<file path="config.mk">
export PLATFORM = sky130hd
export DESIGN_NAME = apu_ctrl
export DESIGN_NICKNAME = d
export VERILOG_FILES = /design/src/hw/rtl/apu_pkg.sv /design/src/hw/rtl/apu_ctrl.sv
export VERILOG_INCLUDE_DIRS = /design/src /design/src/hw/rtl
export SDC_FILE = /design/constraint.sdc
export NUM_CORES = 1
export LEC_CHECK = 0
export ABC_AREA = 1
export BUFFER_PORTS_ARGS = -buffer_cell sky130_fd_sc_hd__buf_4
export CORE_ASPECT_RATIO = 0.9
export CORE_UTILIZATION = 30
export CTS_CLUSTER_DIAMETER = 80
export DETAILED_ROUTE_END_ITERATION = 10
export MAX_ROUTING_LAYER = met4
export SYNTH_ARGS = -nofsm -noshare
export SYNTH_HDL_FRONTEND = slang
export SYNTH_SLANG_ARGS = --single-unit
</file>
<file path="constraint.sdc">
create_clock -name clk -period 1.7 [get_ports clk]
set_clock_uncertainty 0.15 [all_clocks]
set_input_delay 0.17 -clock clk [delete_from_list [all_inputs] [get_ports clk]]
set_output_delay 0.17 -clock clk [all_outputs]
set_load 0.005 [all_outputs]
</file>
<file path="src/hw/rtl/adam_parameter_update_assert.svh">
// ----------------------------------------------------------------------------
// Assertion macros
// Shared concurrent assertion forms, clocked on clk with arst_n as disable.
// ----------------------------------------------------------------------------
`ifndef ADAM_PARAMETER_UPDATE_ASSERT_SVH
`define ADAM_PARAMETER_UPDATE_ASSERT_SVH

// same-cycle implication
`define APU_AST_IMP(lbl, ante, cons, msg) \
	lbl: assert property (@(posedge clk) disable iff (!arst_n) (ante) |-> (cons)) \
		else $error(msg);

// next-cycle implication
`define APU_AST_NEXT(lbl, ante, cons, msg) \
	lbl: assert property (@(posedge clk) disable iff (!arst_n) (ante) |=> (cons)) \
		else $error(msg);

`endif

</file>
<file path="src/hw/rtl/apu_pkg.sv">
// ----------------------------------------------------------------------------
// apu_pkg
// Types and constants shared by the Adam parameter update engine.
// ----------------------------------------------------------------------------
package apu_pkg;

	localparam int IDX_W = 10;

	typedef enum logic [1:0] {
		ACT_LOAD    = 2'd0,
		ACT_GRAD    = 2'd1,
		ACT_READ    = 2'd2,
		ACT_RESTART = 2'd3
	} act_t;

	typedef enum logic [1:0] {
		CFG_LR  = 2'd0,
		CFG_B1  = 2'd1,
		CFG_B2  = 2'd2,
		CFG_EPS = 2'd3
	} cfg_idx_t;

	localparam logic [31:0] LR_RST  = 32'd4294967;
	localparam logic [15:0] B1_RST  = 16'd58982;
	localparam logic [15:0] B2_RST  = 16'd65470;
	localparam logic [31:0] EPS_RST = 32'd43;
	localparam logic [15:0] POW_RST = 16'hFFFF;
	localparam logic [33:0] DELTA_CAP = 34'h2_0000_0000;

	typedef enum logic [4:0] {
		OP_NONE,
		OP_LATCH,
		OP_CLEAR,
		OP_LOAD,
		OP_RESTART,
		OP_TAKE_RD,
		OP_MOMENT,
		OP_VMUL,
		OP_VSUM,
		OP_WB,
		OP_DIV_M,
		OP_DIV_V,
		OP_SQRT,
		OP_LR_LO,
		OP_LR_HI,
		OP_LR_SUM,
		OP_DIV_D,
		OP_DELTA,
		OP_UPDATE,
		OP_RESULT
	} dp_op_t;

	typedef enum logic [4:0] {
		ST_INIT,
		ST_IDLE,
		ST_FETCH,
		ST_PICK,
		ST_RCLEAR,
		ST_MOM,
		ST_VMUL,
		ST_VSUM,
		ST_WB,
		ST_DIVM,
		ST_WAITM,
		ST_DIVV,
		ST_WAITV,
		ST_SQRT,
		ST_WAITS,
		ST_LRLO,
		ST_LRHI,
		ST_LRSUM,
		ST_DIVD,
		ST_WAITD,
		ST_DELTA,
		ST_UPD,
		ST_DONE
	} state_t;

	typedef struct packed {
		dp_op_t op;
	} cmd_t;

	typedef struct packed {
		act_t act;
		logic in_range;
		logic s_zero;
		logic div_busy;
		logic sqrt_busy;
		logic clr_last;
	} stat_t;

endpackage

</file>
<file path="src/hw/rtl/apu_ctrl.sv">
// ----------------------------------------------------------------------------
// apu_ctrl
// Sequencer: input/output handshakes and the per-item command sequence.
// ----------------------------------------------------------------------------
module apu_ctrl
	import apu_pkg::*;
(
	input  logic  clk,
	input  logic  arst_n,
	input  logic  s_tvalid,
	output logic  s_tready,
	output logic  m_tvalid,
	input  logic  m_tready,
	output cmd_t  cmd,
	input  stat_t st
);

	`include "adam_parameter_update_assert.svh"

	state_t state_q;
	state_t state_d;
	logic   out_vld_q;

	always_ff @(posedge clk or negedge arst_n) begin
		if (!arst_n) begin
			state_q   <= ST_INIT;
			out_vld_q <= 1'b0;
		end else begin
			state_q <= state_d;
			if (cmd.op == OP_RESULT)
				out_vld_q <= 1'b1;
			else if (m_tready)
				out_vld_q <= 1'b0;
		end
	end

	always_comb begin
		state_d = state_q;
		cmd.op  = OP_NONE;
		unique case (state_q)
			ST_INIT: begin
				cmd.op = OP_CLEAR;
				if (st.clr_last)
					state_d = ST_IDLE;
			end
			ST_IDLE: begin
				if (s_tvalid) begin
					cmd.op  = OP_LATCH;
					state_d = ST_FETCH;
				end
			end
			ST_FETCH: begin
				unique case (st.act)
					ACT_LOAD: begin
						cmd.op  = OP_LOAD;
						state_d = ST_DONE;
					end
					ACT_READ: state_d = ST_PICK;
					ACT_RESTART: begin
						cmd.op  = OP_RESTART;
						state_d = ST_RCLEAR;
					end
					ACT_GRAD: state_d = st.in_range ? ST_MOM : ST_PICK;
					default:  state_d = ST_PICK;
				endcase
			end
			ST_RCLEAR: begin
				cmd.op = OP_CLEAR;
				if (st.clr_last)
					state_d = ST_PICK;
			end
			ST_PICK: begin
				cmd.op  = OP_TAKE_RD;
				state_d = ST_DONE;
			end
			ST_MOM: begin
				cmd.op  = OP_MOMENT;
				state_d = ST_VMUL;
			end
			ST_VMUL: begin
				cmd.op  = OP_VMUL;
				state_d = ST_VSUM;
			end
			ST_VSUM: begin
				cmd.op  = OP_VSUM;
				state_d = ST_WB;
			end
			ST_WB: begin
				cmd.op  = OP_WB;
				state_d = ST_DIVM;
			end
			ST_DIVM: begin
				cmd.op  = OP_DIV_M;
				state_d = ST_WAITM;
			end
			ST_WAITM: begin
				if (!st.div_busy)
					state_d = ST_DIVV;
			end
			ST_DIVV: begin
				cmd.op  = OP_DIV_V;
				state_d = ST_WAITV;
			end
			ST_WAITV: begin
				if (!st.div_busy)
					state_d = ST_SQRT;
			end
			ST_SQRT: begin
				cmd.op  = OP_SQRT;
				state_d = ST_WAITS;
			end
			ST_WAITS: begin
				if (!st.sqrt_busy)
					state_d = ST_LRLO;
			end
			ST_LRLO: begin
				cmd.op  = OP_LR_LO;
				state_d = ST_LRHI;
			end
			ST_LRHI: begin
				cmd.op  = OP_LR_HI;
				state_d = ST_LRSUM;
			end
			ST_LRSUM: begin
				cmd.op  = OP_LR_SUM;
				state_d = ST_DIVD;
			end
			ST_DIVD: begin
				// zero denominator: no division, delta picked directly
				if (st.s_zero) begin
					state_d = ST_DELTA;
				end else begin
					cmd.op  = OP_DIV_D;
					state_d = ST_WAITD;
				end
			end
			ST_WAITD: begin
				if (!st.div_busy)
					state_d = ST_DELTA;
			end
			ST_DELTA: begin
				cmd.op  = OP_DELTA;
				state_d = ST_UPD;
			end
			ST_UPD: begin
				cmd.op  = OP_UPDATE;
				state_d = ST_DONE;
			end
			ST_DONE: begin
				if (!out_vld_q || m_tready) begin
					cmd.op  = OP_RESULT;
					state_d = ST_IDLE;
				end
			end
			default: state_d = ST_INIT;
		endcase
	end

	assign s_tready = (state_q == ST_IDLE);
	assign m_tvalid = out_vld_q;

	`APU_AST_NEXT(a_accept_leaves_idle, s_tvalid && s_tready, state_q != ST_IDLE, "accept did not start work")
	`APU_AST_IMP(a_div_start_idle, cmd.op == OP_DIV_M || cmd.op == OP_DIV_V || cmd.op == OP_DIV_D, !st.div_busy, "divider restarted while busy")
	`APU_AST_IMP(a_no_result_overwrite, m_tvalid && !m_tready, cmd.op != OP_RESULT, "pending result overwritten")
	`APU_AST_NEXT(a_result_shows, cmd.op == OP_RESULT, m_tvalid, "result not presented")

endmodule

</file>
After elaboration in Yosys (flattened, before gate mapping):

Cells that the tools add are included.
W data, S select, Z words.

* equality and inequality tests: 34
* muxes and demuxes: 19
* reduce and logical (&&, ||, !) cells: 8

Operators with widths (number)
* $pmux W5 S22: 1
* $pmux W5 S18: 1
* $mux W5: 10
* $eq A5 B4 Y1 const B: 8
* $eq A5 B5 Y1 const B: 8
* $eq A5 B3 Y1 const B: 4
* $pmux W5 S4: 1
* $ne A2 B2 Y1 const B: 8
* $eq A5 B2 Y1 const B: 2
* $reduce_and A8 Y1: 1
* $mux W3: 2
* $pmux W3 S2: 1
* $eq A5 B1 Y1 const B: 1
* $logic_not A5 Y1: 1
* $eq A2 B2 Y1 const B: 2
* $reduce_or A2 Y1: 2
* $mux W1: 3
* $eq A2 B1 Y1 const B: 1
* $logic_not A2 Y1: 1
* $reduce_bool A2 Y1: 1
* $logic_not A1 Y1: 1
* $logic_or A1 B1 Y1: 1

* bits in registers: 6
* bits of input ports: 11
* word-level logic and storage cells: 63

Depth between registers and ports, before layout:

* depth in word-level cells: 6
* depth in mapped cells: 11

Worst setup path after synthesis:

OpenSTA, ideal clock, no wires.

* kind: register to output
* start: register state_q[3]
* end: output cmd[0] (netlist bit)
* arrival: 1.129 ns
* slack: 0.251 ns
* cell stages (with the launch flop): 7
* path through: dfrtp_1 -> nor2_2 -> buf_6 -> nand3_2 -> o22ai_1 -> nor2_1 -> nand3b_1

RTL lines
* start, declared: line apu_ctrl.sv:20 `state_t state_q;`
* start signal, assigned: line apu_ctrl.sv:29 `state_q <= state_d;`
* end, declared: line apu_ctrl.sv:14 `output cmd_t cmd,`

==> metrics <==
outcome=complete, but fails checks; violated checks=setup timing; Total Wirelength=3.212 mm; initial core utilization=0.3182; initial antenna violation count=0; first-pass GRT wire length=4.974 mm; Leak=0.7816 nW; CP Max Fanout=6; Slowest cell on crit path=dfrtp_2; Max VDD drop=0.4644 mV; Clk pin slew, worst setup/hold paths=0.06 ns; largest net degree at the start of global routing=10; CTS max path bufs=2; GRT Total Usage=0.1853; via count of the first global-routing pass=1116; synthesized area=975.9 sq um; CTS tree=done; worst reg2reg endpoint=state_q[4]$_DFFE_PN0P_; f_max=0.5344 GHz; critical path launch point type=flip-flop; Ant. Diodes=0; overall power=0.002523 W; multi-input gate area in the final layout=794.5 sq um; worst-skew pair later-pin latency=0.25 ns; final critical-path share of the clock period=1.101; Port Buffers=17; Period minus WS final=1.871 ns; Die X=62.12 um; Post-DP HPWL=2.167 mm; # setup viols final=6; Core Area=3067 sq um; via/cell ratio=5.063; reg-to-reg startpoint=state_q[0]$_DFFE_PN0P_; DRC=0; root buf cell=clkbuf_4; fin nets=215; placed cell area=1196 sq um; die area=3486 sq um; Avg Cell Area, Syn=6.216 sq um; Power Dens Cells=1715 nW/um^2; Worst-Margin Slew=0.3012 ns; worst hold slack=0.1286 ns; Synth Net Count=172; crit end category=primary output; Register-to-Register Path Depth=11; Placed Instances=222; fillcell total=293; Final ANT Viol Nets=0; CTS sink cnt=6; relative slew slack=0.7992; first-pass detailed-route iteration total=4; Routed wire per std cell=13.38 um; flops & latches, synth=6; RePlAce Congestion=0.8753; Final Hold Viols=0; CTS buffer count=3; Layout Cells excl Fill=240; Crit path arrival time=1.55 ns; I/O Pins=18; synthesis-to-layout area growth=50.77%; Ys Warns=0; final instance area=1471 sq um; Yosys cell types=26; Die Height=56.11 um; reg-to-reg setup timing slack=0 ns; vias post-DR=1215; Rows=19; DR iter-0 viols=91; crit path cell chain=inv_4, nor2_4, nand3_2, o22ai_1, nor2_1, nand3b_1, buf_4; H-tree depth=1; layout cells sized above 1=0.5051; worst path bufs/invs=2; CP required=1.38 ns; critical path type=flip-flop to primary output; worst hold path class=primary input to async pin; Final WS setup=-0.1713 ns; Syn Inst Count=157; Pins Over Slew Limit=0; MaxCap Viol Count=0; Congestion Overflow GR=0; sequential cell area=156.4 sq um; cell family with most CP delay=flip-flops; unrepaired setup endpoints after global routing=true; CP peak stage delay=0.49 ns; Seq/Total Area, Yosys=0.1538
-- logic make-up after synthesis --
group / share of synthesized area
and+or+nand+nor: 0.5897
adders and majority gates: 0.05128
AOI/OAI and AO/OA: 0.06666
buffers and inverters: 0.1385
DFF: 0.1538
-- area by class of cell --
type,instances,share of cell area
multi-input combinational,126,0.5400
timing repair buffer,43,0.2449
sequential,6,0.1063
inverter,20,0.05782
tap,42,0.03571
clock buffer,3,0.01531
-- layout by cell type, fill, tap and decap left out, drive strengths merged --
| master | synthesis | final |
|---|---|---|
| nand2 | 49 | 49 |
| buf | 4 | 41 |
| nor2 | 27 | 27 |
| nand3 | 24 | 24 |
| inv | 20 | 20 |
| nand4 | 7 | 7 |
| dfrtp | 6 | 6 |
| ha | 4 | 4 |
| nand3b | 3 | 3 |
| a21oi | 3 | 3 |
| clkbuf | 1 | 3 |
| o21ai | 3 | 3 |
| o21a | 2 | 2 |
| dlygate4sd3 | 0 | 2 |
| a31oi | 1 | 1 |
| nor3 | 1 | 1 |
| o22ai | 1 | 1 |
| o211ai | 1 | 1 |
-- per-layer routing --
layer | share of wire | vias up | wire length (um) | GRT usage
li1 | - | 597 | - | -
met1 | 0.42 | 552 | 1345 | 0.2416
met2 | 0.50 | 56 | 1600 | 0.2904
met3 | 0.064 | 10 | 206 | 0.02254
met4 | 0.018 | 0 | 59 | 0.07641
met5 | 0 | - | 0 | -
-- per-stage QoR --
step / setup slack (ns) / util / setup TNS, ns
after floorplan: 0.2515 / - / 0
after global placement: 0.001563 / 0.3900 / 0
after detailed placement: -0.02467 / 0.3900 / -0.04164
after CTS: -0.1216 / 0.4570 / -0.5376
after global routing: -0.2727 / 0.4798 / -1.762
final: -0.1713 / 0.4798 / -0.8901
-- how the worst max path moves through the flow --
stage,from,endpoint,slack (ns),cells past startpoint
floorplan,state_q[3]$_DFFE_PN0P_,cmd[0],0.25,6
global placement,state_q[1]$_DFFE_PN0P_,cmd[3],0.002,6
detailed placement,state_q[1]$_DFFE_PN0P_,cmd[3],-0.02,6
CTS,state_q[1]$_DFFE_PN0P_,cmd[1],-0.12,8
global route,state_q[0]$_DFFE_PN0P_,cmd[0],-0.27,7
finish,state_q[0]$_DFFE_PN0P_,cmd[0],-0.17,7
-- power breakdown --
part / switching (W) / leakage, nW / internal [W]
clock network: 0.0000560 / 0.0138 / 0.0000802
registers: 0.000151 / 0.0710 / 0.000212
logic: 0.00109 / 0.697 / 0.000937
total: 0.00129 / 0.782 / 0.00123
-- state kept, by name (all words and copies together), names as in the netlist --
signal / count
m_tvalid: 1
state_q: 5
-- synthesized netlist by cell type, drive strengths merged --
| master | n | share of area |
|---|---|---|
| nand2 | 49 | 0.21 |
| nor2 | 27 | 0.15 |
| nand3 | 24 | 0.15 |
| inv | 20 | 0.082 |
| nand4 | 7 | 0.051 |
| dfrtp | 6 | 0.15 |
| buf | 4 | 0.042 |
| ha | 4 | 0.051 |
| a21oi | 3 | 0.015 |
| nand3b | 3 | 0.023 |
| o21ai | 3 | 0.015 |
| o21a | 2 | 0.015 |
| a31oi | 1 | 0.0064 |
| clkbuf | 1 | 0.014 |
| nor3 | 1 | 0.0051 |
| o211ai | 1 | 0.0077 |
| o22ai | 1 | 0.0064 |
-- what timing repair did --
item,CTS,global route
hold endpoints to repair,7,0
hold buffers,2,0
pin swaps,4,9
gates resized for setup,23,18
setup buffers,11,2
setup endpoints to repair,6,10
Note: power is estimated with default switching activity, not from simulation.
